**src/rtl/wcc_pkg.sv**
```systemverilog
`timescale 1ns / 1ps
// ----------------------------------------------------------------------------
// wcc_pkg: shared definitions for the windlass chain counter
// Field widths, item and register codes, controller states, the command and
// status bundles between controller and datapath, and the state decoder.
// ----------------------------------------------------------------------------
package wcc_pkg;

  // Field widths
  localparam int unsigned ACTION_W   = 3;
  localparam int unsigned CODE_W     = 3;
  localparam int unsigned CIRC_W     = 10;
  localparam int unsigned LEN16_W    = 16;
  localparam int unsigned SPEED_W    = 16;
  localparam int unsigned RODE_W     = 17;
  localparam int unsigned AGE_W      = 17;
  localparam int unsigned CFG_IDX_W  = 2;
  localparam int unsigned CFG_DATA_W = 16;

  // Divider: numerator is circumference * 1000, below 2^20
  localparam int unsigned NUM_W      = 20;
  localparam int unsigned DIV_STEPS  = NUM_W;
  localparam int unsigned STEP_W     = 5;
  localparam int unsigned MS_PER_S   = 1000;

  localparam logic [AGE_W-1:0]   AGE_MAX   = '1;
  localparam logic [SPEED_W-1:0] SPEED_MAX = '1;

  // Configuration register reset values
  localparam logic [CIRC_W-1:0]  CIRC_RESET    = 10'd30;
  localparam logic [LEN16_W-1:0] TOTAL_RESET   = 16'd5000;
  localparam logic [LEN16_W-1:0] TIMEOUT_RESET = 16'd1000;

  // Item action codes
  typedef enum logic [ACTION_W-1:0] {
    ACT_TICK     = 3'd0,
    ACT_POWER    = 3'd1,
    ACT_DEPLOY   = 3'd2,
    ACT_RETRIEVE = 3'd3,
    ACT_PULSE    = 3'd4
  } action_e;

  // Windlass state codes
  typedef enum logic [CODE_W-1:0] {
    CODE_OFF      = 3'd0,
    CODE_STOPPED  = 3'd1,
    CODE_DEPLOY   = 3'd2,
    CODE_RETRIEVE = 3'd3,
    CODE_FREEFALL = 3'd4
  } code_e;

  // Configuration register indexes
  typedef enum logic [CFG_IDX_W-1:0] {
    CFG_CIRC    = 2'd0,
    CFG_TOTAL   = 2'd1,
    CFG_TIMEOUT = 2'd2
  } cfg_idx_e;

  // Controller states
  typedef enum logic [1:0] {
    ST_IDLE,
    ST_DECODE,
    ST_DIVIDE,
    ST_FINISH
  } state_e;

  // Controller to datapath
  typedef struct packed {
    logic load_item;
    logic decode;
    logic div_step;
    logic out_load;
  } cmd_t;

  // Datapath to controller
  typedef struct packed {
    logic need_div;
    logic div_last;
    logic out_room;
  } status_t;

  // Windlass state from speed and line levels
  function automatic code_e code_of(logic moving, logic pwr, logic dep, logic ret);
    code_e c;
    if (moving && !dep && !ret) begin
      c = CODE_FREEFALL;
    end else if (!pwr) begin
      c = CODE_OFF;
    end else if (dep) begin
      c = CODE_DEPLOY;
    end else if (ret) begin
      c = CODE_RETRIEVE;
    end else begin
      c = CODE_STOPPED;
    end
    return c;
  endfunction

endpackage

```
**src/rtl/wcc_if.sv**
```systemverilog
`timescale 1ns / 1ps
// ----------------------------------------------------------------------------
// wcc_if: channel interfaces of the windlass chain counter
// Input item channel, result channel and configuration write channel, each
// a valid/ready handshake with its payload.
// ----------------------------------------------------------------------------
interface wcc_in_if;
  logic                          valid;
  logic                          ready;
  logic [wcc_pkg::ACTION_W-1:0]  action;
  logic                          level;

  modport source (output valid, action, level, input ready);
  modport sink   (input valid, action, level, output ready);
endinterface

interface wcc_out_if;
  logic                          valid;
  logic                          ready;
  logic [wcc_pkg::CODE_W-1:0]    state_code;
  logic [wcc_pkg::SPEED_W-1:0]   speed_cm_s;
  logic [wcc_pkg::RODE_W-1:0]    rode_cm;
  logic                          state_changed;
  logic                          rode_changed;

  modport source (output valid, state_code, speed_cm_s, rode_cm, state_changed,
                  rode_changed, input ready);
  modport sink   (input valid, state_code, speed_cm_s, rode_cm, state_changed,
                  rode_changed, output ready);
endinterface

interface wcc_cfg_if;
  logic                           valid;
  logic                           ready;
  logic [wcc_pkg::CFG_IDX_W-1:0]  index;
  logic [wcc_pkg::CFG_DATA_W-1:0] data;

  modport source (output valid, index, data, input ready);
  modport sink   (input valid, index, data, output ready);
endinterface

```
**src/rtl/wcc_ctrl.sv**
```systemverilog
`timescale 1ns / 1ps
// ----------------------------------------------------------------------------
// wcc_ctrl: sequencing controller
// Takes one item, has the datapath decode it, runs the divider when a speed
// must be computed, then hands the result to the output register.
// ----------------------------------------------------------------------------
module wcc_ctrl (
  input  logic             clk_i,
  input  logic             rst_ni,
  input  logic             in_valid_i,
  output logic             in_ready_o,
  input  wcc_pkg::status_t status_i,
  output wcc_pkg::cmd_t    cmd_o
);

  wcc_pkg::state_e state_q, state_d;

  // State register
  always_ff @(posedge clk_i or negedge rst_ni) begin
    if (!rst_ni) begin
      state_q <= wcc_pkg::ST_IDLE;
    end else begin
      state_q <= state_d;
    end
  end

  // Next state and commands
  always_comb begin
    state_d    = state_q;
    in_ready_o = 1'b0;
    cmd_o      = '0;
    unique case (state_q)
      wcc_pkg::ST_IDLE: begin
        in_ready_o      = 1'b1;
        cmd_o.load_item = in_valid_i;
        if (in_valid_i) begin
          state_d = wcc_pkg::ST_DECODE;
        end
      end
      wcc_pkg::ST_DECODE: begin
        cmd_o.decode = 1'b1;
        state_d      = status_i.need_div ? wcc_pkg::ST_DIVIDE : wcc_pkg::ST_FINISH;
      end
      wcc_pkg::ST_DIVIDE: begin
        cmd_o.div_step = 1'b1;
        if (status_i.div_last) begin
          state_d = wcc_pkg::ST_FINISH;
        end
      end
      wcc_pkg::ST_FINISH: begin
        // wait for the output register to free up
        if (status_i.out_room) begin
          cmd_o.out_load = 1'b1;
          state_d        = wcc_pkg::ST_IDLE;
        end
      end
      default: state_d = wcc_pkg::ST_IDLE;
    endcase
  end

endmodule

```
**src/rtl/wcc_dp.sv**
```systemverilog
`timescale 1ns / 1ps
// ----------------------------------------------------------------------------
// wcc_dp: datapath of the windlass chain counter
// Configuration registers, line levels, pulse timing, rode length, a
// one-bit-per-cycle restoring divider for speed, and the output register.
// ----------------------------------------------------------------------------
module wcc_dp (
  input  logic                         clk_i,
  input  logic                         rst_ni,
  input  wcc_pkg::cmd_t                cmd_i,
  output wcc_pkg::status_t             status_o,
  input  logic [wcc_pkg::ACTION_W-1:0] action_i,
  input  logic                         level_i,
  wcc_cfg_if.sink                      cfg_i,
  wcc_out_if.source                    out_o
);

  // Latched item
  logic [wcc_pkg::ACTION_W-1:0] act_q;
  logic                         level_q;

  // Configuration
  logic [wcc_pkg::CIRC_W-1:0]   circ_q;
  logic [wcc_pkg::LEN16_W-1:0]  total_q;
  logic [wcc_pkg::LEN16_W-1:0]  timeout_q;

  // Block state
  logic                         pwr_q, pwr_d;
  logic                         dep_q, dep_d;
  logic                         ret_q, ret_d;
  logic [1:0]                   cnt_q, cnt_d;
  logic [wcc_pkg::AGE_W-1:0]    age_q, age_d;
  logic [wcc_pkg::AGE_W-1:0]    intv_q, intv_d;
  logic [wcc_pkg::SPEED_W-1:0]  speed_q, speed_d;
  logic [wcc_pkg::RODE_W-1:0]   rode_q, rode_d;
  logic                         st_chg_q, st_chg_d;
  logic                         rd_chg_q, rd_chg_d;

  // Divider
  logic [wcc_pkg::AGE_W-1:0]    rem_q, rem_nx;
  logic [wcc_pkg::NUM_W-1:0]    quo_q, quo_nx;
  logic [wcc_pkg::STEP_W-1:0]   step_q;
  logic [wcc_pkg::AGE_W:0]      rem_sh, rem_diff;
  logic                         rem_ge;
  logic [wcc_pkg::NUM_W-1:0]    num;
  logic [wcc_pkg::SPEED_W-1:0]  quo_sat;
  logic                         div_last;

  // Output register
  logic                         out_valid_q;
  logic [wcc_pkg::CODE_W-1:0]   out_code_q;
  logic [wcc_pkg::SPEED_W-1:0]  out_speed_q;
  logic [wcc_pkg::RODE_W-1:0]   out_rode_q;
  logic                         out_st_q, out_rd_q;

  logic [wcc_pkg::AGE_W-1:0]    age_inc;
  logic                         past_timeout;
  logic                         need_div;
  wcc_pkg::code_e               old_code;

  // Item latch
  always_ff @(posedge clk_i) begin
    if (cmd_i.load_item) begin
      act_q   <= action_i;
      level_q <= level_i;
    end
  end

  // Configuration writes, always accepted
  assign cfg_i.ready = 1'b1;

  always_ff @(posedge clk_i or negedge rst_ni) begin
    if (!rst_ni) begin
      circ_q    <= wcc_pkg::CIRC_RESET;
      total_q   <= wcc_pkg::TOTAL_RESET;
      timeout_q <= wcc_pkg::TIMEOUT_RESET;
    end else if (cfg_i.valid) begin
      unique case (cfg_i.index)
        wcc_pkg::CFG_CIRC:    circ_q    <= cfg_i.data[wcc_pkg::CIRC_W-1:0];
        wcc_pkg::CFG_TOTAL:   total_q   <= cfg_i.data;
        wcc_pkg::CFG_TIMEOUT: timeout_q <= cfg_i.data;
        default: ;
      endcase
    end
  end

  // Tick arithmetic: saturating age and timeout check
  assign age_inc      = (age_q == wcc_pkg::AGE_MAX) ? age_q : age_q + 1'b1;
  assign past_timeout = age_inc > {1'b0, timeout_q};
  assign need_div     = (act_q == wcc_pkg::ACT_TICK) && (cnt_q == 2'd2) &&
                        !past_timeout && (intv_q != '0);
  assign old_code     = wcc_pkg::code_of(speed_q != '0, pwr_q, dep_q, ret_q);

  // Divider step: shift one numerator bit in, subtract when it fits
  assign num      = wcc_pkg::NUM_W'(circ_q) * wcc_pkg::NUM_W'(wcc_pkg::MS_PER_S);
  assign rem_sh   = {rem_q, quo_q[wcc_pkg::NUM_W-1]};
  assign rem_ge   = rem_sh >= {1'b0, intv_q};
  assign rem_diff = rem_sh - {1'b0, intv_q};
  assign rem_nx   = rem_ge ? rem_diff[wcc_pkg::AGE_W-1:0] : rem_sh[wcc_pkg::AGE_W-1:0];
  assign quo_nx   = {quo_q[wcc_pkg::NUM_W-2:0], rem_ge};
  assign quo_sat  = (|quo_nx[wcc_pkg::NUM_W-1:wcc_pkg::SPEED_W]) ? wcc_pkg::SPEED_MAX
                                                                 : quo_nx[wcc_pkg::SPEED_W-1:0];
  assign div_last = step_q == wcc_pkg::STEP_W'(wcc_pkg::DIV_STEPS - 1);

  always_ff @(posedge clk_i) begin
    if (cmd_i.decode && need_div) begin
      rem_q  <= '0;
      quo_q  <= num;
      step_q <= '0;
    end else if (cmd_i.div_step) begin
      rem_q  <= rem_nx;
      quo_q  <= quo_nx;
      step_q <= step_q + 1'b1;
    end
  end

  // Item decode and state update
  always_comb begin
    pwr_d    = pwr_q;
    dep_d    = dep_q;
    ret_d    = ret_q;
    cnt_d    = cnt_q;
    age_d    = age_q;
    intv_d   = intv_q;
    speed_d  = speed_q;
    rode_d   = rode_q;
    st_chg_d = st_chg_q;
    rd_chg_d = rd_chg_q;
    if (cmd_i.decode) begin
      st_chg_d = 1'b0;
      rd_chg_d = 1'b0;
      unique case (act_q)
        wcc_pkg::ACT_TICK: begin
          age_d = age_inc;
          if (cnt_q != 2'd2) begin
            speed_d = '0;
          end else if (past_timeout) begin
            cnt_d   = '0;
            speed_d = '0;
          end else if (intv_q == '0) begin
            speed_d = wcc_pkg::SPEED_MAX;
          end
          // divided speed is flagged when the divider finishes
          st_chg_d = speed_d != speed_q;
        end
        wcc_pkg::ACT_POWER: begin
          pwr_d    = level_q;
          st_chg_d = wcc_pkg::code_of(speed_q != '0, level_q, dep_q, ret_q) != old_code;
        end
        wcc_pkg::ACT_DEPLOY: begin
          dep_d    = level_q;
          st_chg_d = wcc_pkg::code_of(speed_q != '0, pwr_q, level_q, ret_q) != old_code;
        end
        wcc_pkg::ACT_RETRIEVE: begin
          ret_d    = level_q;
          st_chg_d = wcc_pkg::code_of(speed_q != '0, pwr_q, dep_q, level_q) != old_code;
        end
        wcc_pkg::ACT_PULSE: begin
          intv_d = age_q;
          age_d  = '0;
          if (cnt_q != 2'd2) begin
            cnt_d = cnt_q + 1'b1;
          end
          if (old_code == wcc_pkg::CODE_RETRIEVE) begin
            // hauling in: take one turn off, clamp at zero
            if (rode_q > wcc_pkg::RODE_W'(circ_q)) begin
              rode_d = rode_q - wcc_pkg::RODE_W'(circ_q);
            end else begin
              rode_d = '0;
            end
          end else if (rode_q < wcc_pkg::RODE_W'(total_q)) begin
            rode_d = rode_q + wcc_pkg::RODE_W'(circ_q);
          end
          rd_chg_d = rode_d != rode_q;
        end
        default: ;
      endcase
    end else if (cmd_i.div_step && div_last) begin
      speed_d  = quo_sat;
      st_chg_d = quo_sat != speed_q;
    end
  end

  always_ff @(posedge clk_i or negedge rst_ni) begin
    if (!rst_ni) begin
      pwr_q    <= 1'b0;
      dep_q    <= 1'b0;
      ret_q    <= 1'b0;
      cnt_q    <= '0;
      age_q    <= '0;
      intv_q   <= '0;
      speed_q  <= '0;
      rode_q   <= '0;
      st_chg_q <= 1'b0;
      rd_chg_q <= 1'b0;
    end else begin
      pwr_q    <= pwr_d;
      dep_q    <= dep_d;
      ret_q    <= ret_d;
      cnt_q    <= cnt_d;
      age_q    <= age_d;
      intv_q   <= intv_d;
      speed_q  <= speed_d;
      rode_q   <= rode_d;
      st_chg_q <= st_chg_d;
      rd_chg_q <= rd_chg_d;
    end
  end

  // Output register
  always_ff @(posedge clk_i or negedge rst_ni) begin
    if (!rst_ni) begin
      out_valid_q <= 1'b0;
    end else if (cmd_i.out_load) begin
      out_valid_q <= 1'b1;
    end else if (out_o.ready) begin
      out_valid_q <= 1'b0;
    end
  end

  always_ff @(posedge clk_i) begin
    if (cmd_i.out_load) begin
      out_code_q  <= old_code;
      out_speed_q <= speed_q;
      out_rode_q  <= rode_q;
      out_st_q    <= st_chg_q;
      out_rd_q    <= rd_chg_q;
    end
  end

  assign out_o.valid         = out_valid_q;
  assign out_o.state_code    = out_code_q;
  assign out_o.speed_cm_s    = out_speed_q;
  assign out_o.rode_cm       = out_rode_q;
  assign out_o.state_changed = out_st_q;
  assign out_o.rode_changed  = out_rd_q;

  assign status_o.need_div = need_div;
  assign status_o.div_last = div_last;
  assign status_o.out_room = !out_valid_q || out_o.ready;

  // Checks
  a_no_overwrite: assert property (@(posedge clk_i) disable iff (!rst_ni)
    cmd_i.out_load |-> (!out_valid_q || out_o.ready))
    else $error("result loaded over an untaken result");

  a_rem_bound: assert property (@(posedge clk_i) disable iff (!rst_ni)
    cmd_i.div_step |-> (rem_q < intv_q))
    else $error("divider remainder not below divisor");

  a_div_nonzero: assert property (@(posedge clk_i) disable iff (!rst_ni)
    cmd_i.div_step |-> (intv_q != '0) && $stable(intv_q))
    else $error("divisor zero or changing during divide");

  a_count_range: assert property (@(posedge clk_i) disable iff (!rst_ni)
    cnt_q != 2'd3)
    else $error("pulse count out of range");

  a_pulse_age: assert property (@(posedge clk_i) disable iff (!rst_ni)
    (cmd_i.decode && act_q == wcc_pkg::ACT_PULSE) |=> (age_q == '0) && (cnt_q != '0))
    else $error("pulse did not restart age");

endmodule

```
**src/rtl/windlass_chain_counter.sv**
```systemverilog
`timescale 1ns / 1ps
// ----------------------------------------------------------------------------
// windlass_chain_counter: anchor windlass chain counter
// Tracks line levels, gypsy pulse timing, chain speed and rode deployed.
// ----------------------------------------------------------------------------
// Usage:
//   in_i   carries one item per handshake: action (tick, power, deploy,
//          retrieve line change, or gypsy pulse) and a line level.
//   out_o  returns one result per item: state code, speed in cm/s, rode in
//          cm and two change flags.
//   cfg_i  writes circumference (index 0), total rode (1) and timeout (2);
//          always ready, write only while no item is in flight.
// Timing: one item at a time. An item is decoded in the cycle after it is
//   taken, and its result is then registered in the output register once
//   that has room; only then can a new item be taken. A tick that needs a
//   speed runs the restoring divider between decode and result, one
//   quotient bit per cycle, one for each of the 20 numerator bits.
// Reset: line levels, pulse history, speed and rode clear to zero; the
//   configuration returns to 30 cm, 5000 cm and 1000 ms.
// Stall: a result held in the output register does not block the next item
//   from being taken; that item waits in its final cycle until the held
//   result is taken.
// ----------------------------------------------------------------------------
module windlass_chain_counter (
  input  logic      clk_i,
  input  logic      rst_ni,
  wcc_in_if.sink    in_i,
  wcc_out_if.source out_o,
  wcc_cfg_if.sink   cfg_i
);

  wcc_pkg::cmd_t    cmd;
  wcc_pkg::status_t status;

  // Controller
  wcc_ctrl u_ctrl (
    .clk_i      (clk_i),
    .rst_ni     (rst_ni),
    .in_valid_i (in_i.valid),
    .in_ready_o (in_i.ready),
    .status_i   (status),
    .cmd_o      (cmd)
  );

  // Datapath
  wcc_dp u_dp (
    .clk_i    (clk_i),
    .rst_ni   (rst_ni),
    .cmd_i    (cmd),
    .status_o (status),
    .action_i (in_i.action),
    .level_i  (in_i.level),
    .cfg_i    (cfg_i),
    .out_o    (out_o)
  );

endmodule

```
**src/flat_wrapper.sv**
```systemverilog
// flat-port wrapper written by rule: the top's interface ports become plain ports
module windlass_chain_counter_flat 
  (clk_i, rst_ni, in_i_valid, in_i_action, in_i_level, in_i_ready, out_o_valid, out_o_state_code, out_o_speed_cm_s, out_o_rode_cm, out_o_state_changed, out_o_rode_changed, out_o_ready, cfg_i_valid, cfg_i_index, cfg_i_data, cfg_i_ready);
  wcc_in_if in_i_i ();
  wcc_out_if out_o_i ();
  wcc_cfg_if cfg_i_i ();
  input  logic clk_i;
  input  logic rst_ni;
  input wire logic [$bits(in_i_i.valid)-1:0] in_i_valid;
  input wire logic [$bits(in_i_i.action)-1:0] in_i_action;
  input wire logic [$bits(in_i_i.level)-1:0] in_i_level;
  output wire logic [$bits(in_i_i.ready)-1:0] in_i_ready;
  output wire logic [$bits(out_o_i.valid)-1:0] out_o_valid;
  output wire logic [$bits(out_o_i.state_code)-1:0] out_o_state_code;
  output wire logic [$bits(out_o_i.speed_cm_s)-1:0] out_o_speed_cm_s;
  output wire logic [$bits(out_o_i.rode_cm)-1:0] out_o_rode_cm;
  output wire logic [$bits(out_o_i.state_changed)-1:0] out_o_state_changed;
  output wire logic [$bits(out_o_i.rode_changed)-1:0] out_o_rode_changed;
  input wire logic [$bits(out_o_i.ready)-1:0] out_o_ready;
  input wire logic [$bits(cfg_i_i.valid)-1:0] cfg_i_valid;
  input wire logic [$bits(cfg_i_i.index)-1:0] cfg_i_index;
  input wire logic [$bits(cfg_i_i.data)-1:0] cfg_i_data;
  output wire logic [$bits(cfg_i_i.ready)-1:0] cfg_i_ready;
  assign in_i_i.valid = in_i_valid;
  assign in_i_i.action = in_i_action;
  assign in_i_i.level = in_i_level;
  assign in_i_ready = in_i_i.ready;
  assign out_o_valid = out_o_i.valid;
  assign out_o_state_code = out_o_i.state_code;
  assign out_o_speed_cm_s = out_o_i.speed_cm_s;
  assign out_o_rode_cm = out_o_i.rode_cm;
  assign out_o_state_changed = out_o_i.state_changed;
  assign out_o_rode_changed = out_o_i.rode_changed;
  assign out_o_i.ready = out_o_ready;
  assign cfg_i_i.valid = cfg_i_valid;
  assign cfg_i_i.index = cfg_i_index;
  assign cfg_i_i.data = cfg_i_data;
  assign cfg_i_ready = cfg_i_i.ready;
  windlass_chain_counter u_core (.clk_i(clk_i), .rst_ni(rst_ni), .in_i(in_i_i), .out_o(out_o_i), .cfg_i(cfg_i_i));
endmodule
```
**config.mk**
```make
export PLATFORM = sky130hd
export DESIGN_NAME = windlass_chain_counter_flat
export DESIGN_NICKNAME = d
export VERILOG_FILES = /design/src/rtl/wcc_pkg.sv /design/src/rtl/wcc_if.sv /design/src/rtl/wcc_ctrl.sv /design/src/rtl/wcc_dp.sv /design/src/rtl/windlass_chain_counter.sv /design/src/flat_wrapper.sv
export SDC_FILE = /design/constraint.sdc
export NUM_CORES = 1
export LEC_CHECK = 0
export BUFFER_PORTS_ARGS = -buffer_cell sky130_fd_sc_hd__buf_2
export CAP_MARGIN = 40
export CORE_MARGIN = 2
export CORE_UTILIZATION = 49
export CTS_CLUSTER_DIAMETER = 150
export DETAILED_ROUTE_END_ITERATION = 8
export PLACE_DENSITY = 0.7
export SYNTH_ARGS = -nofsm -noshare
export SYNTH_HDL_FRONTEND = slang
export SYNTH_HIERARCHICAL = 1
export SYNTH_SLANG_ARGS = --single-unit
export TNS_END_PERCENT = 50
```
**constraint.sdc**
```tcl
create_clock -name clk_i -period 7.2 [get_ports clk_i]
set_clock_uncertainty 0.2 [all_clocks]
set_input_delay 1.44 -clock clk_i [delete_from_list [all_inputs] [get_ports clk_i]]
set_output_delay 1.44 -clock clk_i [all_outputs]
set_load 0.01 [all_outputs]
```
After elaboration in Yosys (flattened, before gate mapping)
Index checks and enable logic that the tools add are counted.
Widths: inputs -> output; s select.
{ "totals": {"elab_cells": 161, "regBits": 203} }
{ "op_classes": {"magnitude_cmp": 4, "eq_ne": 27, "reduce_logical": 38, "n_addsub": 6, "muxes": 59, "n_mul": 1} }
{ "ops": {"columns": ["operator", "n"], "rows": [
  ["$mux 16", 9],
  ["$mux 17", 7],
  ["$mux 20", 2],
  ["$mux 3", 13],
  ["$pmux 17 s2", 1],
  ["$ne 16x16->1", 2],
  ["$mux 2", 12],
  ["$ge 18x17->1", 1],
  ["$reduce_and 2->1", 9],
  ["$add 17x1->17 const B", 1],
  ["$add 17x10->17", 1],
  ["$eq 17x17->1 const B", 1],
  ["$gt 17x10->1", 1],
  ["$gt 17x16->1", 1],
  ["$logic_not 17->1", 1],
  ["$lt 17x16->1", 1],
  ["$mul 10x7->17 const B", 1],
  ["$ne 17x17->1", 1],
  ["$reduce_bool 17->1", 1],
  ["$sub 17x10->17", 1],
  ["$sub 17x17->17", 1],
  ["$reduce_bool 16->1", 1],
  ["$mux 1", 12],
  ["$ne 2x2->1 const B", 6],
  ["22 further kinds", 48]
]} }

Logic depth before layout (Yosys ltp)
Gate-level depths: netlist (run 1).
{ "logic_depth": {"word_depth": 10, "mapped_depth": 23} }

Cells and area by module
Netlist (run 1), hierarchy kept.
{ "by_module_without_submodules": {"columns": ["mod", "cells_each", "instances", "seq_area_each_um2", "area_each_um2"], "rows": [
  ["wcc_dp", 1398, 1, 5218.8, 13469.2],
  ["wcc_ctrl", 19, 1, 50.0, 195.2]
]} }

Least setup slack after synthesis (run 1)
OpenSTA, ideal clock, no wires.
{ "synth_timing": {"kind": "register to register", "startpoint": "register u_core/u_dp/age_q[0] (netlist name)", "endpoint": "register u_core/u_dp/quo_q[10] (netlist name), enable pin", "path_stages_with_launch": 21, "slack_ns": 2.222, "setup_ns": 0.376, "arrival_time_ns": 4.402, "period_less_slack_ns": 4.978, "required_ns": 6.624, "cell_sequence": "dfrtp_1 -> ha_1 -> nand2_1 -> or3b_1 -> or4_4 -> buf_6 -> nor3b_2 -> and3_4 -> nand3_1 -> nor2_1 -> xor2_1 -> ha_1 -> a21o_1 -> a21oi_1 -> o221ai_1 -> a211oi_1 -> and2_1 -> nand2b_1 -> nand2b_1 -> buf_2 -> nand2b_1"} }
{ "synth_via": {"elab_chain_cells": 8} }
{ "synth_rtl": {"columns": ["element", "line", "text"], "rows": [
  ["from (decl)", "wcc_dp.sv:32", "logic [wcc_pkg::AGE_W-1:0] age_q, age_d;"],
  ["from (signal assigned)", "wcc_dp.sv:201", "age_q <= age_d;"],
  ["$add 17x1->17 or $eq 17x17->1 (tied branches)", "wcc_dp.sv:88", "assign age_inc = (age_q == wcc_pkg::AGE_MAX) ? age_q : age_q + 1'b1;"],
  ["$mux 17 *", "wcc_dp.sv:88", null],
  ["$gt 17x16->1 *", "wcc_dp.sv:89", "assign past_timeout = age_inc > {1'b0, timeout_q};"],
  ["$logic_not 1->1 *", "wcc_dp.sv:91", "!past_timeout && (intv_q != '0);"],
  ["$logic_and 1x1->1 *", "wcc_dp.sv:90", "assign need_div = (act_q == wcc_pkg::ACT_TICK) && (cnt_q == 2'd2) &&"],
  ["$logic_and 1x1->1 *", "wcc_dp.sv:91", null],
  ["$logic_and 1x1->1 *", "wcc_dp.sv:106", "if (cmd_i.decode && need_div) begin"],
  ["$reduce_bool 2->1 (no source line) *", null, null],
  ["to (signal assigned)", "wcc_dp.sv:108", "quo_q <= num;"],
  ["to (signal assigned)", "wcc_dp.sv:112", "quo_q <= quo_nx;"],
  ["to (decl)", "wcc_dp.sv:41", "logic [wcc_pkg::NUM_W-1:0] quo_q, quo_nx;"]
]} }
Mark *: on every way between the ends. The rest lies on a longest branch, timed or not.
A chain may end at the register's enable or synchronous reset.

Worst setup path in the final report (run 1)
{ "layout_timing": {"startpoint": "register u_core/u_dp/age_q[0] (netlist name)", "endpoint": "register u_core/u_dp/quo_q[6] (netlist name), enable pin"} }
Same word-level chain as after synthesis.

==> results of run 1 <==
-- metrics by stage --
step                      setup WS (ns)  utilization, %  area, sq um
after floorplan                    2.22               -        13700
after global placement             1.40            51.6        14300
after detailed placement           1.29            51.9        14300
after CTS                          1.26            54.6        15100
after global routing              0.885            54.6        15100
final                              1.29            54.6        15100
-- power breakdown --
part | switching (uW) | internal (uW) | leakage, uW
Combinational | 2260 | 1760 | 0.00395
Clock | 474 | 656 | 0.000352
Sequential | 456 | 1630 | 0.00226
-- worst reg2reg max path, stage by stage, from the launching register on --
cell      delay [ns]
dfrtp_1         0.44
ha_1            0.20
nand2_1         0.11
or3b_1          0.41
or4_4           0.59
nor3b_2         0.22
and3_4          0.20
nand3_1         0.17
nor2_1          0.11
xor2_1          0.15
ha_1            0.31
a21o_1          0.18
a21oi_1         0.13
o221ai_1        0.12
a211oi_1        0.59
and2_1          0.27
nand2b_1        0.10
nand2b_1        0.15
buf_4           0.29
nand2b_1        0.59
-- path summary, 6_finish.rpt --
check,start,end,cells after the start
max,u_core/u_dp/age_q[0]$_DFFE_PN0P_,u_core/u_dp/quo_q[6]$_DFFE_PP_,19
min,u_core/u_dp/rd_chg_q$_DFFE_PN0P_,u_core/u_dp/out_o.rode_changed$_DFFE_PP_,0
max reg2reg,u_core/u_dp/age_q[0]$_DFFE_PN0P_,u_core/u_dp/quo_q[6]$_DFFE_PP_,19
min reg2reg,u_core/u_dp/rd_chg_q$_DFFE_PN0P_,u_core/u_dp/out_o.rode_changed$_DFFE_PP_,0
max in group asynchronous,rst_ni,u_core/u_dp/total_q[12]$_DFFE_PN1P_,3
min in group asynchronous,rst_ni,u_core/u_dp/speed_q[11]$_DFFE_PN0P_,1
-- cell usage in the layout, fill, tap and decap left out, types with 9 or more instances in the layout --
cell type  synthesis  final
fa_1              33     33
clkbuf_16          0     24
o21a_1            13     13
nor2_1            91     91
xnor2_1           34     34
nand2b_1          22     22
a21o_1            22     22
nor3_1            22     22
edfxtp_1          59     59
nor2b_1            9      9
buf_4              4     14
a21oi_1           97     97
dfrtp_1          104    104
nand4_1           25     25
a22o_1            11     11
o22ai_1           26     26
nand3_1           36     36
dfxtp_1           25     25
o31ai_1           12     12
nor4_1            14     13
buf_2             11     65
ha_1             116    115
mux2_2            40     40
xor2_1            38     38
dfstp_2           15     15
inv_1             98     98
o21ai_0          122    122
or3_1             10     10
nand2_1          107    107
-- state kept, by name (all words and copies together) (netlist names), 17 cells and up --
signal	count
u_core/u_dp/quo_q	20
u_core/u_dp/age_q	17
u_core/u_dp/rem_q	17
u_core/u_dp/rode_q	17
u_core/u_dp/out_o.rode_cm	17
u_core/u_dp/intv_q	17
-- per-layer routing --
metal | vias to the layer above | global-route usage, % | wire length [microns]
met1 | 5223 | 30.2 | 14600
met4 | 4 | 7.66 | 1050
met3 | 76 | 3.08 | 1790
li1 | 5203 | - | -
met5 | - | 0 | 18
met2 | 327 | 38.6 | 15300
-- cells by family after synthesis --
kind of cell | after synthesis | share of synthesized area [%]
fa+ha+maj | 149 | 15.5
other cells | 1 | 0.0274
compound gates | 389 | 18.0
simple gates | 394 | 14.6
mux | 49 | 3.99
flops | 203 | 38.6
xor+xnor | 72 | 4.62
buf+inv | 160 | 4.78
-- area by class of cell --
class                           count  share of cell area [%]
Clock inverter                     12                   0.631
Inverter                           98                    2.44
Clock buffer                       29                    4.17
Multi-Input combinational cell   1054                    51.5
Sequential cell                   203                    34.9
Timing Repair Buffer               82                    3.20
Tap cell                          378                    3.14
==> summary.md, run 1 <==
| Metric | Value |
|---|---|
| Port Buffers | `66` |
| Drt pass-1 iters | `8` |
| Fillers | `2521` |
| Routability cong. | `0.938` |
| Status | `complete, no violations` |
| Crit Path Class | `register to register` |
| DR vias | `10.8k` |
| Commonest cells in the netlist | `o21ai_0 (122), ha_1 (116), nand2_1 (107)` |
| Htree depth | `1` |
| # DRC | `0` |
| Cells after synthesis | `1417` |
| Max Cap Violations | `0` |
| Clock tree root driver cell | `clkbuf_16` |
| Power density over the cells | `480 nW/um^2` |
| Final Critical Period | `5.91 ns` |
| CP Launch Type | `register` |
| Leak | `0.00656 uW` |
| Max Clock Freq | `169 MHz` |
| Vias in the first global route | `10.8k` |
| WHS | `0.263 ns` |
| Post-synth top flop | `dfrtp_1` |
| CP Cell Sequence | `ha_1 > nand2_1 > or3b_1 > or4_4 > nor3b_2 > and3_4 > nand3_1 > nor2_1 > xor2_1 > ha_1 > a21o_1 > a21oi_1 > o221ai_1 > a211oi_1 > and2_1 > nand2b_1 > nand2b_1 > buf_4 > nand2b_1` |
| TritonCTS clock tree | `built` |
| Clk_lat worst skew | `0.52 ns` |
| Hold_buf cts | `0` |
| CP endpoint kind | `register` |
| WP buf/inv | `1` |
| Synth area leader | `dfrtp_1` |
| Initial drt markers | `767` |
| Setup Buffers After CTS | `0` |
| Reg2Reg Setup Slack | `1.29 ns` |
| Final Setup Violations | `0` |
| Post-synth cell types | `90` |
| Core Area | `27600 sq um` |
| Post-synth EDFFs | `59` |
| Clock Tree Buf Depth | `3` |
| N_diodes | `0` |
| GRT overflow | `0` |
| First-pass GRT wire length | `54200 microns` |
| Mapped Area | `13700 sq um` |
| Hpwl dp | `23900 microns` |
| CTS clk-pin slew, worst paths | `0.07 ns` |
| Worst path required time | `7.14 ns` |
| Worst path top cell family by delay | `simple AND/OR/NAND/NOR gates` |
| Final setup TNS | `0 ns` |
| Peak VDD IR | `247 uV` |
| Global Route Usage Sum | `22.8%` |
| Layout cells sized above 1 | `13.9%` |
| Largest net degree at the start of global routing | `63` |
| Area of the multi-input gates | `7760 sq um` |
| Rel. slew slack | `38.8%` |
| Seq cells post-synth | `203` |
| Largest cells by area after synthesis | `dfrtp_1 (19%), edfxtp_1 (13%), ha_1 (11%)` |
| Worst hold-check path type | `register to register` |
| CTS resizes | `0` |
| Std cell rows | `61` |
| Die width | `171 microns` |
| Slowest CP cell | `or4_4` |
| Area Overhead vs Synth | `10.3%` |
| Total power | `7230 uW` |
| IO Pins | `68` |
| Arrival @ worst endpoint | `5.85 ns` |
| Hold Vio Cnt, Final | `0` |
| Ys Warns | `6` |
| Worst-margin pin slew | `0.911 ns` |
| Final Non-Filler Cells | `1856` |
| Most used cell, CP | `nand2b_1` |
| Period utilisation layout | `82.0%` |
| Detail-routed via count per cell | `5.84` |
| Initial Utilization | `49.5%` |
| Die height | `171 microns` |
| FF+latch area | `5270 sq um` |
| Die area | `29200 sq um` |
| Wire length per cell | `17.6 microns` |
| Synth async-reset ratio | `58.6%` |
| Total clock sinks | `203` |
| Final nets | `1638` |
| Most frequent cell after synthesis | `o21ai_0` |
| Post-synth top area share | `19.0%` |
| RSZ-0062 raised after global routing | `false` |
| Placed cell count | `1814` |
| Critical-path maximum fanout | `45` |
| Antenna viol nets, final | `0` |
| Num CTS Buffers | `23` |
| Mean Syn Cell Area | `9.64 sq um` |
| Initial antenna violation count | `3` |
| Sequential cell area fraction in the yosys report | `38.6%` |
| Post-synth net total | `1593` |
| Slew Viols, Final | `0` |
| CP max stage delay | `0.59 ns` |
| Final wirelength | `32700 microns` |
No activity file was read; power rests on OpenSTA's default activity.
==> inputs of run 2 (changes only) <==
==> constraint.sdc (replaced) <==
create_clock -name clk_i -period 5.97 [get_ports clk_i]
set_clock_uncertainty 0.2 [all_clocks]
set_input_delay 1.194 -clock clk_i [delete_from_list [all_inputs] [get_ports clk_i]]
set_output_delay 1.194 -clock clk_i [all_outputs]
set_load 0.01 [all_outputs]
==> summary.md, run 2 (synthesized netlist as in run 1, its figures left out) <==
| Metric | Value |
|---|---|
| Status | `complete, no violations` |
| Rel. slew slack | `43.8% (+5.0 points)` |
| Final Critical Period | `5.37 ns (-0.538 ns)` |
| Largest Register | `u_core/u_dp/quo_q` |
| Final worst-path setup slack | `0.603 ns (-0.692 ns)` |
| Detail-routed via count per cell | `5.84 (about the same)` |
| Hold Vio Cnt, Final | `0 (unchanged)` |
| Setup Buffers After CTS | `0 (unchanged)` |
| Reg2reg start | `u_core/u_dp/age_q[0]$_DFFE_PN0P_` |
| CTS resizes | `0 (unchanged)` |
| CP endpoint kind | `register` |
| Htree depth | `1 (unchanged)` |
| Leak | `0.00665 uW (+1.4%)` |
| TritonCTS clock tree | `built` |
| Antenna viol nets, final | `0 (unchanged)` |
| Clock tree root driver cell | `clkbuf_16` |
| Drt pass-1 iters | `5 (-3)` |
| Final Setup Violations | `0 (unchanged)` |
| R2R cell count | `20 (+1)` |
| Initial Utilization | `49.5% (unchanged)` |
| Slew Viols, Final | `0 (unchanged)` |
| Worst path required time | `6.00 ns (-1.14 ns)` |
| Power density over the cells | `588 nW/um^2 (+23%)` |
| DR WL met3 | `1770 microns (-1.3%)` |
| Period utilisation layout | `89.9% (+7.9 points)` |
| CP Launch Type | `register` |
| # DRC | `0 (unchanged)` |
| Final wirelength | `33600 microns (+2.7%)` |
| Clock Tree Buf Depth | `3 (unchanged)` |
| IO Pins | `68 (unchanged)` |
| Commonest non-fill, non-tap cell in the layout | `o21ai_0` |
| Critical-path maximum fanout | `10 (-78%)` |
| Largest net degree at the start of global routing | `63 (unchanged)` |
| Clk pwr share | `16.9% (+1.3 points)` |
| Worst hold-check path type | `register to register` |
| Die width | `171 microns (unchanged)` |
| Placed cell count | `1823 (+0.50%)` |
| Layout cells sized above 1 | `14.6% (+0.70 points)` |
| Routability cong. | `0.953 (+1.6%)` |
| Num CTS Buffers | `24 (+4.3%)` |
| Hold_buf cts | `0 (unchanged)` |
| Hpwl dp | `24500 microns (+2.6%)` |
| Arrival @ worst endpoint | `5.40 ns (-0.45 ns)` |
| Clk_lat worst skew | `0.52 ns (about the same)` |
| Vias in the first global route | `10.7k (-0.65%)` |
| Comb power frac | `55.2% (-0.4 points)` |
| GRT overflow | `0 (unchanged)` |
| Highest Signal Layer | `met5` |
| Core Area | `27600 sq um (unchanged)` |
| RR Endpoint | `u_core/u_dp/quo_q[6]$_DFFE_PP_` |
| Int Pwr | `5040 uW (+25%)` |
| Met2 wire length | `15900 microns (+4.3%)` |
| Final Non-Filler Cells | `1867 (+0.59%)` |
| Std cell rows | `61 (unchanged)` |
| CTS clk-pin slew, worst paths | `0.06 ns (about the same)` |
| Switch Pwr | `3930 uW (+23%)` |
| Most frequent cells in the layout | `o21ai_0 (122), ha_1 (115), nand2_1 (107)` |
| Initial antenna violation count | `1 (-2)` |
| Crit Path Class | `register to register` |
| Total clock sinks | `203 (unchanged)` |
| Seq pwr share | `27.9% (-0.9 points)` |
| M1 wire length | `15000 microns (+2.8%)` |
| Reg2Reg Setup Slack | `0.60 ns (-0.69 ns)` |
| Max Cap Violations | `0 (unchanged)` |
| Peak VDD IR | `306 uV (+24%)` |
| Worst Hold Path EP | `u_core/u_dp/out_o.state_changed$_DFFE_PP_` |
| N_diodes | `0 (unchanged)` |
| Die area | `29200 sq um (unchanged)` |
| Net Sw Frac | `43.8% (-0.34 points)` |
| Worst-margin pin slew | `0.840 ns (-0.0717 ns)` |
| Port Buffers | `66 (unchanged)` |
| Area Overhead vs Synth | `11.6%` |
| Final setup TNS | `0 ns (unchanged)` |
| DR vias | `10.9k (+0.61%)` |
| First-pass GRT wire length | `55100 microns (+1.8%)` |
| Hold Path Depth | `0 (unchanged)` |
| Global Route Usage Sum | `23.5% (+0.65 points)` |
| Final nets | `1647 (+0.55%)` |
| RSZ-0062 raised after global routing | `false` |
| Min-delay src | `u_core/u_dp/st_chg_q$_DFFE_PN0P_` |
| Die height | `171 microns (unchanged)` |
| Wire length per cell | `18.0 microns (+2.1%)` |
| Initial drt markers | `784 (+2.2%)` |
| Max FFs per register | `20 (unchanged)` |
| Pre-CTS setup slack | `0.689 ns (-0.598 ns)` |
| Max Clock Freq | `186 MHz (+10%)` |
[run 2: critical path, stage by stage (launching register included)]
cell,delay (ns)
dfrtp_1,0.46
ha_1,0.21
nand2_1,0.11
or3b_1,0.43
or4_4,0.59
nor3b_2,0.22
and3_4,0.20
nand3_1,0.15
nor2_1,0.11
xor2_1,0.16
ha_1,0.30
a21o_1,0.18
a21oi_1,0.13
o221ai_1,0.13
a211oi_1,0.30
buf_4,0.18
and2_1,0.17
nand2b_1,0.10
nand2b_1,0.17
nand2b_1,0.32
buf_4,0.27
[run 2: final cells by class]
cell class | instances | area, sq um
multi-input cells | 1054 | 7760
flip-flops and latches | 203 | 5270
clock inverters | 8 | 96.3
fillers | 2454 | 12400
repair buffers | 90 | 544
clock buffers | 36 | 738
inverters | 98 | 368
well taps | 378 | 473
[run 2: power by group through the flow]
stage	Sequential (uW)	Combinational, uW	Clock, uW
floorplan	2370	3790	0
global placement	2500	4760	0
detailed placement	2510	4880	0
CTS	2490	4930	1550
global route	2570	5580	1610
finish	2500	4950	1520
[run 2: worst max-delay path by stage]
stage | end | from | cells after the start
2_1_floorplan | u_core/u_dp/quo_q[10]$_DFFE_PP_ | u_core/u_dp/age_q[0]$_DFFE_PN0P_ | 20
3_3_place_gp | u_core/u_dp/quo_q[8]$_DFFE_PP_ | u_core/u_dp/age_q[0]$_DFFE_PN0P_ | 20
3_5_place_dp | u_core/u_dp/quo_q[12]$_DFFE_PP_ | u_core/u_dp/age_q[0]$_DFFE_PN0P_ | 20
4_1_cts | u_core/u_dp/quo_q[8]$_DFFE_PP_ | u_core/u_dp/age_q[0]$_DFFE_PN0P_ | 20
5_1_grt | u_core/u_dp/quo_q[6]$_DFFE_PP_ | u_core/u_dp/age_q[0]$_DFFE_PN0P_ | 20
6_report | u_core/u_dp/quo_q[6]$_DFFE_PP_ | u_core/u_dp/age_q[0]$_DFFE_PN0P_ | 20
[run 2: metal layers]
| layer | GRT usage (%) | vias to the layer above |
|---|---|---|
| met2 | 39.3 | 321 |
| met5 | 0 | - |
| met4 | 7.85 | 2 |
| li1 | - | 5235 |
| met1 | 31.1 | 5270 |
| met3 | 3.65 | 71 |
[run 2: stage by stage]
| stage | hold WS (ns) | instance area (sq um) | total power, uW | utilization, % |
|---|---|---|---|---|
| final | 0.273 | 15200 | 8970 | 55.2 |
| after global routing | 0.265 | 15200 | 9760 | 55.2 |
| after CTS | 0.268 | 15200 | 8970 | 55.2 |
| after detailed placement | 0.242 | 14400 | 7390 | 52.2 |
| after global placement | 0.232 | 14300 | 7270 | 51.9 |
| after floorplan | 0.223 | 13700 | 6160 | - |
